==> config.mk <==
export PLATFORM = sky130hd
export DESIGN_NAME = iasp_parser_flat
export DESIGN_NICKNAME = d
export VERILOG_FILES = /design/src/rtl/iasp_pkg.sv /design/src/rtl/iasp_stream_if.sv /design/src/rtl/iasp_parser.sv /design/src/flat_wrapper.sv
export SDC_FILE = /design/constraint.sdc
export NUM_CORES = 1
export LEC_CHECK = 0
export ABC_CLOCK_PERIOD_IN_PS = 8770
export BUFFER_PORTS_ARGS = -buffer_cell sky130_fd_sc_hd__buf_4
export CAP_MARGIN = 10
export CORE_ASPECT_RATIO = 0.8
export CORE_MARGIN = 1.5
export CORE_UTILIZATION = 35
export CTS_CLUSTER_DIAMETER = 30
export DETAILED_ROUTE_END_ITERATION = 8
export PLACE_DENSITY_LB_ADDON = 0.08
export SETUP_SLACK_MARGIN = 0.4
export SLEW_MARGIN = 20
export SYNTH_ARGS = -nofsm -noshare
export SYNTH_HDL_FRONTEND = slang
export SYNTH_SLANG_ARGS = --single-unit
==> constraint.sdc <==
create_clock -name clock -period 8.77 [get_ports clock]
set_clock_uncertainty 0.1 [all_clocks]
set_input_delay 1.754 -clock clock [delete_from_list [all_inputs] [get_ports clock]]
set_output_delay 1.754 -clock clock [all_outputs]
set_load 0.01 [all_outputs]
==> src/rtl/iasp_pkg.sv <==
// shared types and constants for the indexed animation stream parser
`default_nettype none
package iasp_pkg;

   typedef enum logic [3:0] {
      PH_MAGIC = 4'd0,
      PH_COUNT = 4'd1,
      PH_DEPTH = 4'd2,
      PH_TABLE = 4'd3,
      PH_HOT   = 4'd4,
      PH_FLAG  = 4'd5,
      PH_TRANS = 4'd6,
      PH_PAL   = 4'd7,
      PH_PIXEL = 4'd8,
      PH_TRAIL = 4'd9,
      PH_DEAD  = 4'd10
   } phase_type;

   localparam logic [3:0] KIND_MAGIC   = 4'd0;
   localparam logic [3:0] KIND_COUNT   = 4'd1;
   localparam logic [3:0] KIND_DEPTH   = 4'd2;
   localparam logic [3:0] KIND_WIDTH   = 4'd3;
   localparam logic [3:0] KIND_HEIGHT  = 4'd4;
   localparam logic [3:0] KIND_HOTX    = 4'd5;
   localparam logic [3:0] KIND_HOTY    = 4'd6;
   localparam logic [3:0] KIND_PALFLAG = 4'd7;
   localparam logic [3:0] KIND_TRANS   = 4'd8;
   localparam logic [3:0] KIND_PALETTE = 4'd9;
   localparam logic [3:0] KIND_PIXEL   = 4'd10;
   localparam logic [3:0] KIND_EXTRA   = 4'd11;

   localparam logic [2:0] ST_OK         = 3'd0;
   localparam logic [2:0] ST_NOT_FORMAT = 3'd1;
   localparam logic [2:0] ST_TOO_SMALL  = 3'd2;
   localparam logic [2:0] ST_EXTRA      = 3'd3;
   localparam logic [2:0] ST_TABLE_FULL = 3'd4;
   localparam logic [2:0] ST_BAD_DEPTH  = 3'd5;

   localparam logic [5:0] PAL_LAST = 6'd47;
   localparam logic [7:0] MAX_BPP  = 8'd8;

   function automatic logic [7:0] magic_byte(input logic [1:0] idx);
      logic [7:0] r;
      case (idx)
         2'd0: r = 8'h49;
         2'd1: r = 8'h41;
         2'd2: r = 8'h4E;
         default: r = 8'h4D;
      endcase
      return r;
   endfunction

endpackage
`default_nettype wire

==> src/rtl/iasp_stream_if.sv <==
// request and response channel interfaces
`default_nettype none
interface iasp_req_if;
   logic       valid;
   logic       ready;
   logic [7:0] data_byte;
   logic       end_of_file;
   modport source (output valid, output data_byte, output end_of_file, input ready);
   modport sink (input valid, input data_byte, input end_of_file, output ready);
endinterface

interface iasp_rsp_if;
   logic        valid;
   logic        ready;
   logic [3:0]  kind;
   logic [15:0] frame_number;
   logic [15:0] field_value;
   logic        field_complete;
   logic [1:0]  palette_number;
   logic [31:0] entry_offset;
   logic        frame_has_palette;
   logic [15:0] palette_frame;
   logic [2:0]  status;
   logic        parse_done;
   modport source (output valid, output kind, output frame_number, output field_value,
                   output field_complete, output palette_number, output entry_offset,
                   output frame_has_palette, output palette_frame, output status,
                   output parse_done, input ready);
   modport sink (input valid, input kind, input frame_number, input field_value,
                 input field_complete, input palette_number, input entry_offset,
                 input frame_has_palette, input palette_frame, input status,
                 input parse_done, output ready);
endinterface
`default_nettype wire

==> src/rtl/iasp_parser.sv <==
// byte labelling sequencer with result register
`default_nettype none
module iasp_parser #(
   parameter int MAX_FRAMES = 256,
   parameter int AW = 8
) (
   input  wire logic   clock,
   input  wire logic   reset,
   iasp_req_if.sink    req_ch,
   iasp_rsp_if.source  rsp_ch,
   output logic          wr_en,
   output logic [AW-1:0] mem_addr,
   output logic [31:0]   wr_data,
   output logic [3:0]    bpp,
   input  wire logic [31:0] pixel_count
);

   iasp_pkg::phase_type phase_ff, phase_in;
   logic [1:0]  bif_ff, bif_in;
   logic [15:0] total_ff, total_in;
   logic [3:0]  bpp_ff, bpp_in;
   logic [15:0] cf_ff, cf_in;
   logic [15:0] acc_ff, acc_in;
   logic [15:0] width_ff, width_in;
   logic [31:0] left_ff, left_in;
   logic [31:0] idx_ff, idx_in;
   logic [15:0] ipf_ff, ipf_in;
   logic        ipv_ff, ipv_in;
   logic [2:0]  err_ff, err_in;

   logic        accept;
   logic [7:0]  b;
   logic [15:0] shifted;
   logic [15:0] cf_next;
   logic        ef_done;

   logic [3:0]  kind_c;
   logic [15:0] fnum_c;
   logic [15:0] value_c;
   logic        comp_c;
   logic [1:0]  paln_c;
   logic [31:0] off_c;
   logic        show_c;
   logic        done_c;

   logic        valid_ff;
   logic [3:0]  kind_ff;
   logic [15:0] fnum_ff;
   logic [15:0] value_ff;
   logic        comp_ff;
   logic [1:0]  paln_ff;
   logic [31:0] off_ff;
   logic        hasp_ff;
   logic [15:0] palf_ff;
   logic [2:0]  stat_ff;
   logic        done_ff;

   assign req_ch.ready = !valid_ff || rsp_ch.ready;
   assign accept = req_ch.valid && req_ch.ready;
   assign b = req_ch.data_byte;
   assign shifted = {acc_ff[7:0], b};
   assign cf_next = cf_ff + 16'd1;
   assign ef_done = cf_next >= total_ff;

   assign mem_addr = ({1'b0, cf_ff} < 17'(MAX_FRAMES)) ? cf_ff[AW-1:0] : '0;
   assign wr_data = {width_ff, shifted};
   assign bpp = bpp_ff;

   always_comb begin
      phase_in = phase_ff;
      bif_in = bif_ff;
      total_in = total_ff;
      bpp_in = bpp_ff;
      cf_in = cf_ff;
      acc_in = acc_ff;
      width_in = width_ff;
      left_in = left_ff;
      idx_in = idx_ff;
      ipf_in = ipf_ff;
      ipv_in = ipv_ff;
      err_in = err_ff;
      wr_en = 1'b0;
      kind_c = iasp_pkg::KIND_EXTRA;
      fnum_c = '0;
      value_c = {8'd0, b};
      comp_c = 1'b1;
      paln_c = '0;
      off_c = '0;
      show_c = 1'b0;
      done_c = 1'b0;
      case (phase_ff)
         iasp_pkg::PH_MAGIC: begin
            kind_c = iasp_pkg::KIND_MAGIC;
            value_c = shifted;
            acc_in = shifted;
            comp_c = (bif_ff == 2'd3);
            if (b != iasp_pkg::magic_byte(bif_ff)) begin
               err_in = iasp_pkg::ST_NOT_FORMAT;
               phase_in = iasp_pkg::PH_DEAD;
            end else if (bif_ff == 2'd3) begin
               bif_in = '0;
               acc_in = '0;
               phase_in = iasp_pkg::PH_COUNT;
            end else begin
               bif_in = bif_ff + 2'd1;
            end
         end
         iasp_pkg::PH_COUNT: begin
            kind_c = iasp_pkg::KIND_COUNT;
            value_c = shifted;
            acc_in = shifted;
            comp_c = (bif_ff != 2'd0);
            if (bif_ff != 2'd0) begin
               total_in = shifted;
               acc_in = '0;
               bif_in = '0;
               if ({1'b0, shifted} > 17'(MAX_FRAMES)) begin
                  err_in = iasp_pkg::ST_TABLE_FULL;
                  phase_in = iasp_pkg::PH_DEAD;
               end else begin
                  phase_in = iasp_pkg::PH_DEPTH;
               end
            end else begin
               bif_in = 2'd1;
            end
         end
         iasp_pkg::PH_DEPTH: begin
            kind_c = iasp_pkg::KIND_DEPTH;
            value_c = shifted;
            acc_in = shifted;
            comp_c = (bif_ff != 2'd0);
            if (bif_ff != 2'd0) begin
               bpp_in = b[3:0];
               acc_in = '0;
               bif_in = '0;
               cf_in = '0;
               if (total_ff == 16'd0) begin
                  done_c = 1'b1;
                  phase_in = iasp_pkg::PH_TRAIL;
               end else if (b == 8'd0 || b > iasp_pkg::MAX_BPP) begin
                  err_in = iasp_pkg::ST_BAD_DEPTH;
                  phase_in = iasp_pkg::PH_DEAD;
               end else begin
                  phase_in = iasp_pkg::PH_TABLE;
               end
            end else begin
               bif_in = 2'd1;
            end
         end
         iasp_pkg::PH_TABLE: begin
            kind_c = (bif_ff < 2'd2) ? iasp_pkg::KIND_WIDTH : iasp_pkg::KIND_HEIGHT;
            fnum_c = cf_ff;
            value_c = shifted;
            acc_in = shifted;
            comp_c = (bif_ff == 2'd1 || bif_ff == 2'd3);
            bif_in = bif_ff + 2'd1;
            if (bif_ff == 2'd1) begin
               width_in = shifted;
               acc_in = '0;
            end else if (bif_ff == 2'd3) begin
               wr_en = 1'b1;
               acc_in = '0;
               if (ef_done) begin
                  cf_in = '0;
                  phase_in = iasp_pkg::PH_HOT;
               end else begin
                  cf_in = cf_next;
               end
            end
         end
         iasp_pkg::PH_HOT: begin
            kind_c = (bif_ff < 2'd2) ? iasp_pkg::KIND_HOTX : iasp_pkg::KIND_HOTY;
            fnum_c = cf_ff;
            value_c = shifted;
            comp_c = (bif_ff == 2'd1 || bif_ff == 2'd3);
            acc_in = comp_c ? 16'd0 : shifted;
            bif_in = bif_ff + 2'd1;
            if (bif_ff == 2'd3) begin
               phase_in = iasp_pkg::PH_FLAG;
            end
         end
         iasp_pkg::PH_FLAG: begin
            kind_c = iasp_pkg::KIND_PALFLAG;
            fnum_c = cf_ff;
            show_c = 1'b1;
            if (b != 8'd0) begin
               ipf_in = cf_ff;
               ipv_in = 1'b1;
            end else if (cf_ff == 16'd0) begin
               ipf_in = '0;
               ipv_in = 1'b0;
            end
            phase_in = iasp_pkg::PH_TRANS;
         end
         iasp_pkg::PH_TRANS: begin
            kind_c = iasp_pkg::KIND_TRANS;
            fnum_c = cf_ff;
            value_c = {12'd0, b[3:0]};
            show_c = 1'b1;
            left_in = pixel_count;
            idx_in = '0;
            if (ipv_ff && ipf_ff == cf_ff) begin
               phase_in = iasp_pkg::PH_PAL;
            end else if (pixel_count == 32'd0) begin
               cf_in = cf_next;
               bif_in = '0;
               done_c = ef_done;
               phase_in = ef_done ? iasp_pkg::PH_TRAIL : iasp_pkg::PH_HOT;
            end else begin
               phase_in = iasp_pkg::PH_PIXEL;
            end
         end
         iasp_pkg::PH_PAL: begin
            kind_c = iasp_pkg::KIND_PALETTE;
            fnum_c = cf_ff;
            show_c = 1'b1;
            paln_c = idx_ff[5:4];
            off_c = {28'd0, idx_ff[3:0]};
            idx_in = idx_ff + 32'd1;
            if (idx_ff[5:0] == iasp_pkg::PAL_LAST) begin
               idx_in = '0;
               if (left_ff == 32'd0) begin
                  cf_in = cf_next;
                  bif_in = '0;
                  done_c = ef_done;
                  phase_in = ef_done ? iasp_pkg::PH_TRAIL : iasp_pkg::PH_HOT;
               end else begin
                  phase_in = iasp_pkg::PH_PIXEL;
               end
            end
         end
         iasp_pkg::PH_PIXEL: begin
            kind_c = iasp_pkg::KIND_PIXEL;
            fnum_c = cf_ff;
            show_c = 1'b1;
            off_c = idx_ff;
            idx_in = idx_ff + 32'd1;
            if (left_ff != 32'd0) begin
               left_in = left_ff - 32'd1;
            end
            if (left_ff <= 32'd1) begin
               cf_in = cf_next;
               bif_in = '0;
               done_c = ef_done;
               phase_in = ef_done ? iasp_pkg::PH_TRAIL : iasp_pkg::PH_HOT;
            end
         end
         iasp_pkg::PH_TRAIL: begin
            if (err_ff == iasp_pkg::ST_OK) begin
               err_in = iasp_pkg::ST_EXTRA;
            end
         end
         default: begin
            phase_in = iasp_pkg::PH_DEAD;
         end
      endcase

      if (req_ch.end_of_file && phase_in != iasp_pkg::PH_TRAIL
          && phase_in != iasp_pkg::PH_DEAD && err_in == iasp_pkg::ST_OK) begin
         err_in = (phase_in <= iasp_pkg::PH_DEPTH) ? iasp_pkg::ST_NOT_FORMAT
                                                   : iasp_pkg::ST_TOO_SMALL;
      end
   end

   always_ff @(posedge clock) begin
      if (reset) begin
         phase_ff <= iasp_pkg::PH_MAGIC;
         bif_ff <= '0;
         total_ff <= '0;
         bpp_ff <= '0;
         cf_ff <= '0;
         acc_ff <= '0;
         left_ff <= '0;
         idx_ff <= '0;
         ipf_ff <= '0;
         ipv_ff <= 1'b0;
         err_ff <= '0;
      end else if (accept) begin
         if (req_ch.end_of_file) begin
            phase_ff <= iasp_pkg::PH_MAGIC;
            bif_ff <= '0;
            total_ff <= '0;
            bpp_ff <= '0;
            cf_ff <= '0;
            acc_ff <= '0;
            left_ff <= '0;
            idx_ff <= '0;
            ipf_ff <= '0;
            ipv_ff <= 1'b0;
            err_ff <= '0;
         end else begin
            phase_ff <= phase_in;
            bif_ff <= bif_in;
            total_ff <= total_in;
            bpp_ff <= bpp_in;
            cf_ff <= cf_in;
            acc_ff <= acc_in;
            left_ff <= left_in;
            idx_ff <= idx_in;
            ipf_ff <= ipf_in;
            ipv_ff <= ipv_in;
            err_ff <= err_in;
         end
      end
   end

   always_ff @(posedge clock) begin
      if (accept) begin
         width_ff <= width_in;
      end
   end

   always_ff @(posedge clock) begin
      if (reset) begin
         valid_ff <= 1'b0;
      end else if (accept) begin
         valid_ff <= 1'b1;
      end else if (rsp_ch.ready) begin
         valid_ff <= 1'b0;
      end
   end

   always_ff @(posedge clock) begin
      if (accept) begin
         kind_ff <= kind_c;
         fnum_ff <= fnum_c;
         value_ff <= value_c;
         comp_ff <= comp_c;
         paln_ff <= paln_c;
         off_ff <= off_c;
         hasp_ff <= show_c && ipv_in;
         palf_ff <= (show_c && ipv_in) ? ipf_in : 16'd0;
         stat_ff <= err_in;
         done_ff <= done_c;
      end
   end

   assign rsp_ch.valid = valid_ff;
   assign rsp_ch.kind = kind_ff;
   assign rsp_ch.frame_number = fnum_ff;
   assign rsp_ch.field_value = value_ff;
   assign rsp_ch.field_complete = comp_ff;
   assign rsp_ch.palette_number = paln_ff;
   assign rsp_ch.entry_offset = off_ff;
   assign rsp_ch.frame_has_palette = hasp_ff;
   assign rsp_ch.palette_frame = palf_ff;
   assign rsp_ch.status = stat_ff;
   assign rsp_ch.parse_done = done_ff;

endmodule
`default_nettype wire

==> src/flat_wrapper.sv <==
// flat-port wrapper written by rule: the top's interface ports become plain ports
module iasp_parser_flat 
#(
   parameter int MAX_FRAMES = 256,
   parameter int AW = 8
)
  (clock, reset, wr_en, mem_addr, wr_data, bpp, pixel_count, req_ch_valid, req_ch_data_byte, req_ch_end_of_file, req_ch_ready, rsp_ch_valid, rsp_ch_kind, rsp_ch_frame_number, rsp_ch_field_value, rsp_ch_field_complete, rsp_ch_palette_number, rsp_ch_entry_offset, rsp_ch_frame_has_palette, rsp_ch_palette_frame, rsp_ch_status, rsp_ch_parse_done, rsp_ch_ready);
  iasp_req_if req_ch_i ();
  iasp_rsp_if rsp_ch_i ();
  input  wire logic clock;
  input  wire logic reset;
  output logic wr_en;
  output logic [AW-1:0] mem_addr;
  output logic [31:0] wr_data;
  output logic [3:0] bpp;
  input  wire logic [31:0] pixel_count;
  input wire logic [$bits(req_ch_i.valid)-1:0] req_ch_valid;
  input wire logic [$bits(req_ch_i.data_byte)-1:0] req_ch_data_byte;
  input wire logic [$bits(req_ch_i.end_of_file)-1:0] req_ch_end_of_file;
  output wire logic [$bits(req_ch_i.ready)-1:0] req_ch_ready;
  output wire logic [$bits(rsp_ch_i.valid)-1:0] rsp_ch_valid;
  output wire logic [$bits(rsp_ch_i.kind)-1:0] rsp_ch_kind;
  output wire logic [$bits(rsp_ch_i.frame_number)-1:0] rsp_ch_frame_number;
  output wire logic [$bits(rsp_ch_i.field_value)-1:0] rsp_ch_field_value;
  output wire logic [$bits(rsp_ch_i.field_complete)-1:0] rsp_ch_field_complete;
  output wire logic [$bits(rsp_ch_i.palette_number)-1:0] rsp_ch_palette_number;
  output wire logic [$bits(rsp_ch_i.entry_offset)-1:0] rsp_ch_entry_offset;
  output wire logic [$bits(rsp_ch_i.frame_has_palette)-1:0] rsp_ch_frame_has_palette;
  output wire logic [$bits(rsp_ch_i.palette_frame)-1:0] rsp_ch_palette_frame;
  output wire logic [$bits(rsp_ch_i.status)-1:0] rsp_ch_status;
  output wire logic [$bits(rsp_ch_i.parse_done)-1:0] rsp_ch_parse_done;
  input wire logic [$bits(rsp_ch_i.ready)-1:0] rsp_ch_ready;
  assign req_ch_i.valid = req_ch_valid;
  assign req_ch_i.data_byte = req_ch_data_byte;
  assign req_ch_i.end_of_file = req_ch_end_of_file;
  assign req_ch_ready = req_ch_i.ready;
  assign rsp_ch_valid = rsp_ch_i.valid;
  assign rsp_ch_kind = rsp_ch_i.kind;
  assign rsp_ch_frame_number = rsp_ch_i.frame_number;
  assign rsp_ch_field_value = rsp_ch_i.field_value;
  assign rsp_ch_field_complete = rsp_ch_i.field_complete;
  assign rsp_ch_palette_number = rsp_ch_i.palette_number;
  assign rsp_ch_entry_offset = rsp_ch_i.entry_offset;
  assign rsp_ch_frame_has_palette = rsp_ch_i.frame_has_palette;
  assign rsp_ch_palette_frame = rsp_ch_i.palette_frame;
  assign rsp_ch_status = rsp_ch_i.status;
  assign rsp_ch_parse_done = rsp_ch_i.parse_done;
  assign rsp_ch_i.ready = rsp_ch_ready;
  iasp_parser #(.MAX_FRAMES(MAX_FRAMES), .AW(AW)) u_core (.clock(clock), .reset(reset), .req_ch(req_ch_i), .rsp_ch(rsp_ch_i), .wr_en(wr_en), .mem_addr(mem_addr), .wr_data(wr_data), .bpp(bpp), .pixel_count(pixel_count));
endmodule
Word-level counts from Yosys, hierarchy flattened
Cells that the tools add are included.
{"block": "op_classes", "add_sub_neg": 4, "magnitude_cmp": 7, "eq_ne": 27, "muxes": 101, "reduce_logical": 44}
{"op": "$mux 16", "count": 17}
{"op": "$mux 32", "count": 4}
{"op": "$pmux 32 s2", "count": 2}
{"op": "$pmux 32 s3", "count": 1}
{"op": "$mux 4", "count": 21}
{"op": "$pmux 16 s5", "count": 1}
{"op": "$logic_not 32->1", "count": 2}
{"op": "$mux 8", "count": 8}
{"op": "$pmux 4 s10", "count": 1}
{"op": "$pmux 4 s9", "count": 1}
{"op": "$add 32x1->32 const B", "count": 1}
{"op": "$le 32x1->1 const B", "count": 1}
{"op": "$logic_not 16->1", "count": 2}
{"op": "$pmux 16 s2", "count": 1}
{"op": "$pmux 8 s4", "count": 1}
{"op": "$reduce_bool 32->1", "count": 1}
{"op": "$sub 32x1->32 const B", "count": 1}
{"op": "$mux 3", "count": 10}
{"op": "$ne 3x2->1 const B", "count": 7}
{"op": "$mux 2", "count": 10}
{"op": "$mux 1", "count": 18}
{"op": "$add 16x1->16 const B", "count": 1}
{"op": "$eq 16x16->1", "count": 1}
{"op": "$eq 4x3->1 const B", "count": 4}
{"op": "43 further kinds", "count": 66}
{"block": "word_totals", "regBits": 243, "inputBits": 45, "out_inout_bits": 139}

Logic depth before layout (Yosys ltp)
Gate-level depths: netlist of run 1.
{"block": "logic_depth", "word_depth": 12, "ltp_mapped": 16}

Worst setup path after synthesis of run 1
No wires, ideal clock.
{"block": "synth_timing", "kind": "in2reg", "from": "input rsp_ch_ready", "to": "register u_core.total_ff[10]", "setup_time_ns": 0.128, "t_arrival_ns": 5.440, "path_slack_ns": 3.102, "path_stages": 8, "n_path_buf": 1, "cell_sequence": "nand2b_1 -> nand2_1 -> clkinv_1 -> nand2_1 -> nor2_1 -> clkbuf_1 -> a22oi_1 -> nor2_1"}
{"block": "synth_between", "elab_chain_cells": 3}
{"item": "from (decl)", "line_no": "flat_wrapper.sv:32", "source": "input wire logic [$bits(rsp_ch_i.ready)-1:0] rsp_ch_ready;"}
{"item": "$logic_or 1x1->1", "line_no": "iasp_parser.sv:58", "source": "assign req_ch.ready = !valid_ff || rsp_ch.ready;"}
{"item": "$logic_and 1x1->1", "line_no": "iasp_parser.sv:59", "source": "assign accept = req_ch.valid && req_ch.ready;"}
{"item": "net u_core.accept", "line_no": "iasp_parser.sv:31", "source": "logic accept;"}
{"item": "$reduce_and 3->1 (no line)"}
{"item": "to (signal assigned)", "line_no": "iasp_parser.sv:294", "source": "total_ff <= total_in;"}
{"item": "to (decl)", "line_no": "iasp_parser.sv:20", "source": "logic [15:0] total_ff, total_in;"}
The timed path passes the listed nets, and every way through them passes these cells.
A chain may end at the register's enable or synchronous reset.

Worst setup path in the final report of run 1
{"block": "layout_timing", "from": "register u_core.cf_ff[0]", "to": "register u_core.stat_ff[1], in the netlist u_core.rsp_ch.status[1], data pin"}
{"block": "layout_between", "elab_chain_cells": 11}
{"item": "from (decl)", "line_no": "iasp_parser.sv:22", "source": "logic [15:0] cf_ff, cf_in;"}
{"item": "from (signal assigned)", "line_no": "iasp_parser.sv:296", "source": "cf_ff <= cf_in;"}
{"item": "$add 16x1->16", "line_no": "iasp_parser.sv:62", "source": "assign cf_next = cf_ff + 16'd1;"}
{"item": "$ge 16x16->1", "line_no": "iasp_parser.sv:63", "source": "assign ef_done = cf_next >= total_ff;"}
{"item": "$mux 4 (on tied branches)"}
{"item": "$mux 4 (on tied branches)", "line_no": "iasp_parser.sv:222, iasp_parser.sv:160, iasp_parser.sv:204"}
{"item": "$mux 4 (on tied branches)", "line_no": "iasp_parser.sv:220, iasp_parser.sv:157, iasp_parser.sv:202"}
{"item": "$pmux 4 s10 (*)", "line_no": "iasp_parser.sv:91", "source": "case (phase_ff)"}
{"item": "branches (longest 4 deep; another with $le 4x2->1)"}
{"item": "$mux 3 (*)", "line_no": "iasp_parser.sv:258", "source": "if (req_ch.end_of_file && phase_in != iasp_pkg::PH_TRAIL"}
{"item": "net u_core.err_in[1]", "line_no": "iasp_parser.sv:29", "source": "logic [2:0] err_ff, err_in;"}
{"item": "to (signal assigned)", "line_no": "iasp_parser.sv:333", "source": "stat_ff <= err_in;"}
{"item": "to (decl)", "line_no": "iasp_parser.sv:55", "source": "logic [2:0] stat_ff;"}
Mark *: on every way through the listed nets, which the timed path passes.

==> results of run 1 <==
## through the flow
stage          hold slack [ns]  setup WS, ns
6_report                 0.386          3.73
5_1_grt                  0.413          3.38
4_1_cts                  0.388          3.81
3_5_place_dp             0.381          3.79
3_3_place_gp             0.369          3.84
2_1_floorplan            0.357          3.10
## final cells by class
| type | count | share of cell area [%] |
|---|---|---|
| flip-flops and latches | 243 | 37.2 |
| multi-input cells | 971 | 35.8 |
| clock buffers | 81 | 10.9 |
| repair buffers | 194 | 9.12 |
| well taps | 465 | 3.64 |
| clock inverters | 28 | 2.31 |
| inverters | 41 | 0.979 |
## synthesized netlist by cell type (18+ instances only)
master / instances
xor2_1: 35
mux2i_1: 18
and2_1: 59
clkbuf_1: 67
edfxtp_1: 108
nand3_1: 40
dfxtp_1: 135
nor3_1: 39
nor2_1: 220
nand2_1: 91
ha_1: 27
inv_1: 39
a22oi_1: 61
xnor2_1: 29
a21oi_1: 86
nor4_1: 43
o21ai_0: 62
## final timing paths
kind / start / endpoint / depth (start not counted)
worst min-delay path: u_core.idx_ff[27] / u_core.idx_ff[27] / 2
worst min register to register: u_core.idx_ff[27] / u_core.idx_ff[27] / 2
worst max register to register: u_core.cf_ff[0] / u_core.rsp_ch.status[1] / 15
worst max-delay path: u_core.cf_ff[0] / u_core.rsp_ch.status[1] / 15
## layer usage
layer	routed length [um]	global-route usage, %
met5	0	0
met4	498	5.16
met3	2210	3.95
met2	15800	30.0
met1	18900	31.7
## placed cells by master, fill, tap and decap left out, types with 39 or more instances in the layout
cell type,instances
nand3_1,39
nor4_1,43
clkbuf_16,63
dfxtp_1,135
o21ai_0,62
nand2_1,91
buf_4,194
a21oi_1,86
edfxtp_1,108
a22oi_1,61
nor2_1,218
nor3_1,39
inv_1,39
and2_1,58
## critical path, stage by stage (launching register included)
cell and delay (ns):
dfxtp_1 0.49, ha_1 0.29, nand3_1 0.20, nor3_1 0.56, nand2_1 0.15, nor2_1 0.15, xor2_1 0.25, ha_1 0.18
nand4_1 0.15, or3_1 0.44, o32ai_1 0.45, o21ai_0 0.16, a211oi_1 0.43, o211ai_1 0.20, or4_1 0.51, o211ai_1 0.14
## cell families (layout without fill, tap and decap cells)
family / after synthesis / count (layout) / share of synthesized area, %
compound gates: 278 / 278 / 14.5
mux: 18 / 18 / 1.48
xor+xnor: 64 / 64 / 4.60
simple gates: 583 / 583 / 23.4
flops: 243 / 243 / 48.8
buf+inv: 130 / 344 / 4.40
fa+ha+maj: 28 / 28 / 2.85
## where the power goes
| group | internal [uW] | total (uW) | switching (uW) |
|---|---|---|---|
| Clock | 1560 | 2270 | 703 |
| Combinational | 106 | 297 | 191 |
| Sequential | 1220 | 1240 | 21.4 |
| Total | 2890 | 3800 | 916 |
==> impl_metrics.py, run 1 <==
metrics = {
    "clocking": {
        "cts_buffers": 58,
        "holdBufCountCts": 0,
        "cts_max_level": 2,
        "clock_path_buffers": 3,
        "post_cts_buffers": 0,
        "cts.clk_slew.worst_paths_ns": 0.04,
        "cts_tree": "done",
        "cts_root_buf": "clkbuf_16",
        "clock_latency_ns": 0.59,
        "clock-sinks": 243,
        "cts_resized": 0,
    },
    "floorplan": {
        "die-width_um": 212,
        "core_um2": 33900,
        "fp-row-count": 60,
        "ioPinCount": 184,
        "die_h_um": 170,
        "initial_core_util_pct": 35.9,
        "dieArea_um2": 35900,
    },
    "global_route": {
        "grt_pass1_wl_um": 59200,
        "antenna_found_initial": 0,
        "grt_usage_pct": 20.9,
        "grt_overflow": 0,
        "grt_pass1_vias": 10200,
        "grt_max_degree": 69,
    },
    "placed_design": {
        "io_buffers": 183,
        "dp_hpwl_um": 25800,
        "dpl_cell_area_um2": 13900,
        "dp_cells": 1914,
        "place_congestion": 0.842,
    },
    "yosys": {
        "ys.flop_type": "dfxtp_1",
        "synth_cells": 1344,
        "synth_edf_count": 108,
        "yosysSeqAreaShare_pct": 48.8,
        "ys_types": 69,
        "ys_warn_count": 0,
        "syn_area_um2": 12200,
        "async_reset_ff_share_pct": 0,
        "synth_top_area_share_pct": 26.6,
        "syn_nets": 1416,
        "ys_top_cells_by_area": "edfxtp_1, dfxtp_1, nor2_1, a22oi_1, a21oi_1",
        "ys_ff_latch": 243,
        "syn_avg_cell_area_um2": 9.07,
        "synth_top_cell_by_area": "edfxtp_1",
    },
    "critical_path": {
        "rrSetupSlack_ns": 3.73,
        "arrival_ns": 5.33,
        "cp-start-kind": "flip-flop",
        "cp-end-kind": "flip-flop",
        "worstSetupPathType": "reg -> reg",
        "required_ns": 9.06,
        "worstPathMaxFanout": 9,
    },
    "timing": {
        "period_needed_ns": 5.04,
        "setup_viol": 0,
        "hold_viol": 0,
        "max_freq_ghz": 0.198,
        "relSlewSlack_pct": 30.7,
        "rsz0062_at_grt": "no",
        "slew_violations": 0,
        "worst_pin_slew_ns": 1.04,
        "fin_tns_setup_ns": 0,
        "final.period_utilization_pct": 57.5,
    },
    "finish": {
        "utilization_pct": 47.1,
        "final_cells": 2023,
        "drive_gt1_share_pct": 20.6,
        "fillers": 3292,
        "finalNetCount": 1581,
        "diodes": 0,
        "multi_input_area_um2": 5720,
        "seq_area_um2": 5950,
        "areaGrowthSynthToFinish_pct": 31.1,
        "stdcell_area_um2": 16000,
    },
    "status": {
        "status": "complete, no violations",
    },
    "power_and_ir_drop": {
        "finalPower_uw": 3800,
        "power.density_nw_per_um2": 238,
        "p_leak_uw": 0.00617,
        "ir_drop_v": 0.000127,
    },
    "detailed_routing": {
        "routed_wl_um": 37400,
        "drc_errors": 0,
        "viasPerCell": 5.26,
        "wl_per_cell_um": 18.5,
        "vias": 10600,
        "first_pass_iters": 6,
        "ant_nets": 0,
        "drt_iter0_drc": 823,
    },
    "worst_hold_path": {
        "hold_path_class": "reg -> reg",
    },
    "job": {
        "cap_viol_max_count": 0,
    },
}
No activity file was read; power rests on OpenSTA's default activity.
==> run 2: changes to the inputs <==
Settings changed: ABC_AREA from default to 1, ABC_CLOCK_PERIOD_IN_PS 8770 to 4800.
Clock period 8.77 ns to 4.8 ns, I/O delays scaled along.
==> run 2 against run 1 <==
- die area up 2.1%
- maximum frequency up 29%
- register-to-register slack worse by 2.8 ns
- final cell count up 13%
- hold slack worse by 0.027 ns
- non-clock buffer count up 3
- core utilization down 0.29 points
- highest routed layer unchanged
==> impl_metrics.py, run 2 <==
metrics = {
    "yosys": {
        "ys_ff_latch": 243,
        "ys.flop_type": "dfxtp_1",
        "synth_commonest_cells": "nor2_1, nand2_1, inv_1",
        "ys_top_cells_by_area": "edfxtp_1, dfxtp_1, nor2_1, nand2_1, inv_1",
        "synth_top_cell_by_area": "edfxtp_1",
        "syn_nets": 1641,
        "yosysMostFrequentCell": "nor2_1",
        "syn_area_um2": 12400,
        "synth_cells": 1569,
        "ys_types": 50,
        "synth_edf_count": 108,
        "async_reset_ff_share_pct": 0,
        "ys_warn_count": 0,
        "syn_avg_cell_area_um2": 7.93,
        "yosysSeqAreaShare_pct": 47.8,
        "synth_top_area_share_pct": 26.1,
    },
    "worst_hold_path": {
        "holdPathEnd": "u_core.total_ff[15]",
        "hold_start": "u_core.total_ff[15]",
        "hold_path_class": "reg -> reg",
        "worst_hold_path.num_cells": 2,
    },
    "clocking": {
        "cts.clk_slew.worst_paths_ns": 0.04,
        "cts_tree": "done",
        "cts_root_buf": "clkbuf_16",
        "cts_max_level": 2,
        "clock-sinks": 243,
        "clock_latency_ns": 0.56,
        "cts_buffers": 58,
        "holdBufCountCts": 0,
        "clock_path_buffers": 3,
    },
    "critical_path": {
        "cp.buffers_inverters": 4,
        "cp-startpoint": "u_core.cf_ff[0]",
        "cp_slowest_stage_delay_ns": 0.37,
        "path_common_cell": "nand2_1",
        "rrSetupSlack_ns": 0.89,
        "cp-start-kind": "flip-flop",
        "cp-end-kind": "flip-flop",
        "crit_slowest_cell": "dfxtp_2",
        "r2r_start": "u_core.cf_ff[0]",
        "rr_endpoint": "u_core.err_ff[1]",
        "cp_cell_sequence": "clkinvlp_4 > nor3_4 > nand4_1 > nor2_1 > inv_1 > nor2_1 > nand3_2 > nor2_1 > xor2_1 > inv_1 > ha_1 > a21oi_1 > o21ai_0 > a21oi_2 > nand2_2 > inv_1 > nand2_1 > nand2_1 > nand4_1 > a21oi_1 > nand2_1 > nand2_2 > nand2_1 > a21oi_1",
        "reg2reg_depth": 24,
        "worstPathMaxFanout": 7,
        "critical_path.top_delay_family": "simple AND/OR/NAND/NOR gates",
        "required_ns": 5.16,
        "arrival_ns": 4.27,
        "worstSetupPathType": "reg -> reg",
    },
    "finish": {
        "fillers": 3495,
        "diodes": 0,
        "finalNetCount": 1841,
        "seq_area_um2": 5950,
        "final_cells": 2290,
        "stdcell_area_um2": 16300,
        "multi_input_area_um2": 5420,
        "final_cell_mix": "nor2_1, nand2_1, inv_1",
        "areaGrowthSynthToFinish_pct": 31.2,
        "final_common_cell": "nor2_1",
        "drive_gt1_share_pct": 19.3,
    },
    "floorplan": {
        "ioPinCount": 184,
        "die-width_um": 214,
        "initial_core_util_pct": 35.7,
        "fp-row-count": 61,
        "core_um2": 34900,
        "dieArea_um2": 36700,
        "die_h_um": 172,
    },
    "power_and_ir_drop": {
        "p_leak_uw": 0.00667,
        "ir_drop_v": 0.000270,
        "power.density_nw_per_um2": 428,
    },
    "timing": {
        "hold_viol": 0,
        "whs_ns": 0.360,
        "relSlewSlack_pct": 30.5,
        "fin_tns_setup_ns": 0,
        "rsz0062_at_grt": "no",
        "setup_viol": 0,
        "period_needed_ns": 3.91,
        "max_freq_ghz": 0.256,
        "worst_pin_slew_ns": 1.04,
        "final.period_utilization_pct": 81.4,
        "slew_violations": 0,
    },
    "detailed_routing": {
        "vias": 11300,
        "ant_nets": 0,
        "first_pass_iters": 7,
        "wl_per_cell_um": 16.4,
        "viasPerCell": 4.94,
        "drt_iter0_drc": 597,
        "routed_wl_um": 37500,
        "drc_errors": 0,
    },
    "global_route": {
        "grt_usage_pct": 20.7,
        "grt_max_degree": 74,
        "antenna_found_initial": 0,
        "grt_pass1_wl_um": 59400,
        "grt_overflow": 0,
        "grt_pass1_vias": 11000,
    },
    "placed_design": {
        "dp_hpwl_um": 26400,
        "dp_cells": 2179,
        "place_congestion": 0.868,
        "io_buffers": 183,
        "dpl_cell_area_um2": 14200,
    },
    "status": {
        "status": "complete, no violations",
    },
    "job": {
        "cap_viol_max_count": 0,
    },
}
run 2: cell types whose count changed in the layout (fill, tap and decap cells not counted), moves of 23 or more:
| cell | change |
|---|---|
| a22oi_1 | -55 |
| nor4_1 | -39 |
| a21oi_1 | +23 |
| nand2_1 | +179 |
| nor2_1 | +54 |
| and2_1 | -57 |
| xnor2_1 | -25 |
| inv_1 | +167 |
| nand4_1 | +23 |
run 2: report_power, final:
group / leakage [uW] / internal [uW] / switching, uW
Combinational: 0.00350 / 213 / 398
Clock: 0.000997 / 2830 / 1250
Sequential: 0.00217 / 2240 / 50.8
Total: 0.00667 / 5280 / 1700
run 2: timing repair:
item / 4_1_cts / 5_1_grt
setup endpoints to repair: 0 / 21
setup buffers: 0 / 2
gates resized for setup: 0 / 8
run 2: per-layer routing:
metal  GRT usage, %  vias to the layer above  wire [um]
met3           4.04                       53       2010
met4           5.91                        0        653
li1               -                     5655          -
met5              0                        -          0
met1           27.9                     5320      17500
met2           33.6                      276      17300
run 2: worst max path at each step:
stage / end / cells after the start / slack [ns]
floorplan: u_core.rsp_ch.status[1] / 21 / 1.32
global placement: u_core.cf_ff[15] / 22 / 0.68
detailed placement: u_core.cf_ff[4] / 22 / 0.54
CTS: u_core.cf_ff[6] / 22 / 0.50
global route: u_core.err_ff[1] / 25 / 0.44
finish: u_core.err_ff[1] / 24 / 0.89
run 2: metrics by stage:
stage          worst slack (ns)  power [uW]  util [%]
5_1_grt                   0.437        7260      46.8
2_1_floorplan              1.32        2700         -
3_3_place_gp              0.676        2940      40.8
3_5_place_dp              0.536        2940      40.8
4_1_cts                   0.498        7070      46.7
6_report                  0.891        6980      46.8
run 2: layout make-up:
class / instances / share of cell area, %
clock inverters: 39 / 3.07
clock buffers: 70 / 9.48
multi-input cells: 1049 / 33.2
flip-flops and latches: 243 / 36.4
repair buffers: 197 / 9.06
inverters: 220 / 5.12
well taps: 472 / 3.62
run 2: cells by family (layout without fill, tap and decap cells):
kind of cell    count (synthesis)  count (layout)  synth area share (%)
flops                         243             243                  47.8
simple gates                  713             713                  24.6
fa+ha+maj                      27              27                  2.72
xor+xnor                       40              40                  2.82
compound gates                269             269                  13.2
buf+inv                       277             526                  8.83
run 2: worst reg2reg max path, cell delays in order (launching register included):
cell and delay, ns:
dfxtp_2 0.37, clkinvlp_4 0.16, nor3_4 0.26, nand4_1 0.15, nor2_1 0.19, inv_1 0.06
nor2_1 0.19, nand3_2 0.13, nor2_1 0.13, xor2_1 0.21, inv_1 0.07, ha_1 0.28
a21oi_1 0.13, o21ai_0 0.10, a21oi_2 0.17, nand2_2 0.13, inv_1 0.11, nand2_1 0.07
nand2_1 0.10, nand4_1 0.13, a21oi_1 0.17, nand2_1 0.07, nand2_2 0.07, nand2_1 0.05
a21oi_1 0.20
==> run 3: changes to the inputs <==
Settings changed: ABC_CLOCK_PERIOD_IN_PS 4800 to 3900.
Clock period 4.8 ns to 3.9 ns, I/O delays scaled along.
==> run 3 against run 2 <==
- worst setup slack got worse by 0.48 ns
- non-clock buffer count increased by 34
- core utilization grew 1.1 points
- flip-flop and latch count unchanged
- total power grew 22%
- register-to-register slack got worse by 0.48 ns
- first-iteration DRC count is 18% higher
- final area rose by 2.4%
- via count increased by 1.0%
==> impl_metrics.py, run 3 (synthesized netlist as in run 2, its figures left out) <==
metrics = {
    "floorplan": {
        "dieArea_um2": 36700,
        "die_h_um": 172,
        "ioPinCount": 184,
        "core_um2": 34900,
        "initial_core_util_pct": 35.7,
        "die-width_um": 214,
        "fp-row-count": 61,
    },
    "placed_design": {
        "place_congestion": 0.869,
        "io_buffers": 183,
        "dp_hpwl_um": 26500,
        "dp_cells": 2197,
    },
    "finish": {
        "diodes": 0,
        "fillers": 3438,
        "drive_gt1_share_pct": 22.5,
        "final_cell_mix": "nand2_1, nor2_1, buf_4",
        "areaGrowthSynthToFinish_pct": 34.3,
        "final_common_cell": "nand2_1",
        "final_cells": 2322,
        "finalNetCount": 1874,
        "seq_area_um2": 5950,
        "multi_input_area_um2": 5570,
    },
    "global_route": {
        "antenna_found_initial": 0,
        "grt_max_degree": 84,
        "grt_pass1_vias": 11200,
        "grt_usage_pct": 20.6,
        "grt_pass1_wl_um": 59700,
        "grt_overflow": 0,
    },
    "clocking": {
        "clock-sinks": 243,
        "cts.clk_slew.worst_paths_ns": 0.05,
        "cts_tree": "done",
        "cts_root_buf": "clkbuf_16",
        "clock_path_buffers": 3,
        "clock_latency_ns": 0.57,
        "cts_buffers": 57,
        "cts_max_level": 2,
    },
    "detailed_routing": {
        "vias": 11400,
        "routed_wl_um": 37600,
        "drc_errors": 0,
        "viasPerCell": 4.92,
        "ant_nets": 0,
        "drt_iter0_drc": 703,
        "wl_per_cell_um": 16.2,
        "first_pass_iters": 4,
    },
    "job": {
        "cap_viol_max_count": 0,
    },
    "timing": {
        "slew_violations": 0,
        "worst_pin_slew_ns": 1.07,
        "hold_viol": 0,
        "relSlewSlack_pct": 28.8,
        "max_freq_ghz": 0.287,
        "final.period_utilization_pct": 89.5,
        "period_needed_ns": 3.49,
        "setup_viol": 0,
        "fin_tns_setup_ns": 0,
        "rsz0062_at_grt": "yes",
    },
    "worst_hold_path": {
        "hold_path_class": "in -> reg",
        "hold_start": "req_ch_data_byte[6]",
    },
    "power_and_ir_drop": {
        "power_frac_comb_pct": 9.3,
        "intPower_uw": 6470,
        "finalPower_uw": 8550,
        "p_clk_share_pct": 57.8,
        "power_frac_seq_pct": 33.0,
        "power.density_nw_per_um2": 512,
        "p_sw_uw": 2090,
        "p_leak_uw": 0.00685,
        "switching_share_pct": 24.4,
        "ir_drop_v": 0.000260,
    },
    "critical_path": {
        "worstSetupPathType": "reg -> reg",
        "cp-end-kind": "flip-flop",
        "arrival_ns": 3.80,
        "cp.buffers_inverters": 5,
        "r2r_start": "u_core.cf_ff[2]",
        "path_common_cell": "nand2_1",
        "worstPathMaxFanout": 7,
        "cp_slowest_stage_delay_ns": 0.36,
        "crit_slowest_cell": "dfxtp_2",
        "cp-start-kind": "flip-flop",
        "cp-startpoint": "u_core.cf_ff[2]",
        "required_ns": 4.21,
        "critical_path.top_delay_family": "simple AND/OR/NAND/NOR gates",
    },
    "status": {
        "status": "complete, no violations",
    },
}
==> run 3: area by class of cell <==
type                            instances  area share, %
Clock buffer                           75           9.82
Clock inverter                         32           2.33
Inverter                              220           4.99
Multi-Input combinational cell       1049           33.3
Sequential cell                       243           35.6
Tap cell                              472           3.53
Timing Repair Buffer                  231           10.4
==> run 3: what timing repair did <==
action / 4_1_cts / 5_1_grt
setup buffers: 11 / 7
hold buffers: 0 / 0
setup endpoints to repair: 23 / 25
pin swaps: 9 / 17
resized for setup: 16 / 37
==> run 3: power by group through the flow <==
stage	sequential (uW)	combinational (uW)	clock (uW)
floorplan	2880	442	0
global placement	2870	758	0
detailed placement	2870	760	0
CTS	2820	770	5030
global route	2830	884	5160
finish	2820	791	4940
==> run 3: path summary, 6_finish.rpt <==
check                              to  slack, ns  depth (start not counted)
setup / recovery     u_core.err_ff[1]       0.41                         25
hold / removal     u_core.width_ff[6]       0.34                          1
setup reg to reg     u_core.err_ff[1]       0.41                         25
hold reg to reg   u_core.total_ff[11]       0.36                          2
==> run 3: metrics by stage <==
| stage | util, % | hold slack [ns] | area (um^2) | setup slack (ns) |
|---|---|---|---|---|
| 6_report | 47.9 | 0.345 | 16700 | 0.410 |
| 2_1_floorplan | - | 0.341 | 12400 | 0.418 |
| 5_1_grt | 47.9 | 0.334 | 16700 | 0.151 |
| 3_5_place_dp | 41.2 | 0.358 | 14400 | 0.0301 |
| 3_3_place_gp | 41.2 | 0.355 | 14400 | 0.131 |
| 4_1_cts | 47.3 | 0.326 | 16500 | 0.394 |
==> run 3: metal layers <==
layer / GRT usage [%] / up-vias / wire (um)
met1: 27.9 / 5380 / 17500
met2: 33.5 / 267 / 17500
li1: - / 5706 / -
met3: 3.63 / 67 / 1830
met5: 0 / - / 0
met4: 6.28 / 0 / 813
==> run 3: worst register-to-register path, cell delays in order, from the launching register on <==
cell and delay, ns:
dfxtp_2 0.36, inv_2 0.06, nor3_4 0.20, nand4_1 0.17, nor2_2 0.17, inv_2 0.07, nor2_4 0.12, nand3_4 0.13
nor2_4 0.11, xor2_1 0.15, inv_1 0.10, ha_4 0.28, nand2_1 0.08, nor3_2 0.19, nand2_1 0.12, nand2_4 0.14
inv_4 0.05, buf_4 0.13, nand2_1 0.06, nand3_1 0.08, nor2_1 0.12, nand3_2 0.10, nand2_1 0.08, nand2_2 0.05
nand2_1 0.05, a21oi_1 0.06
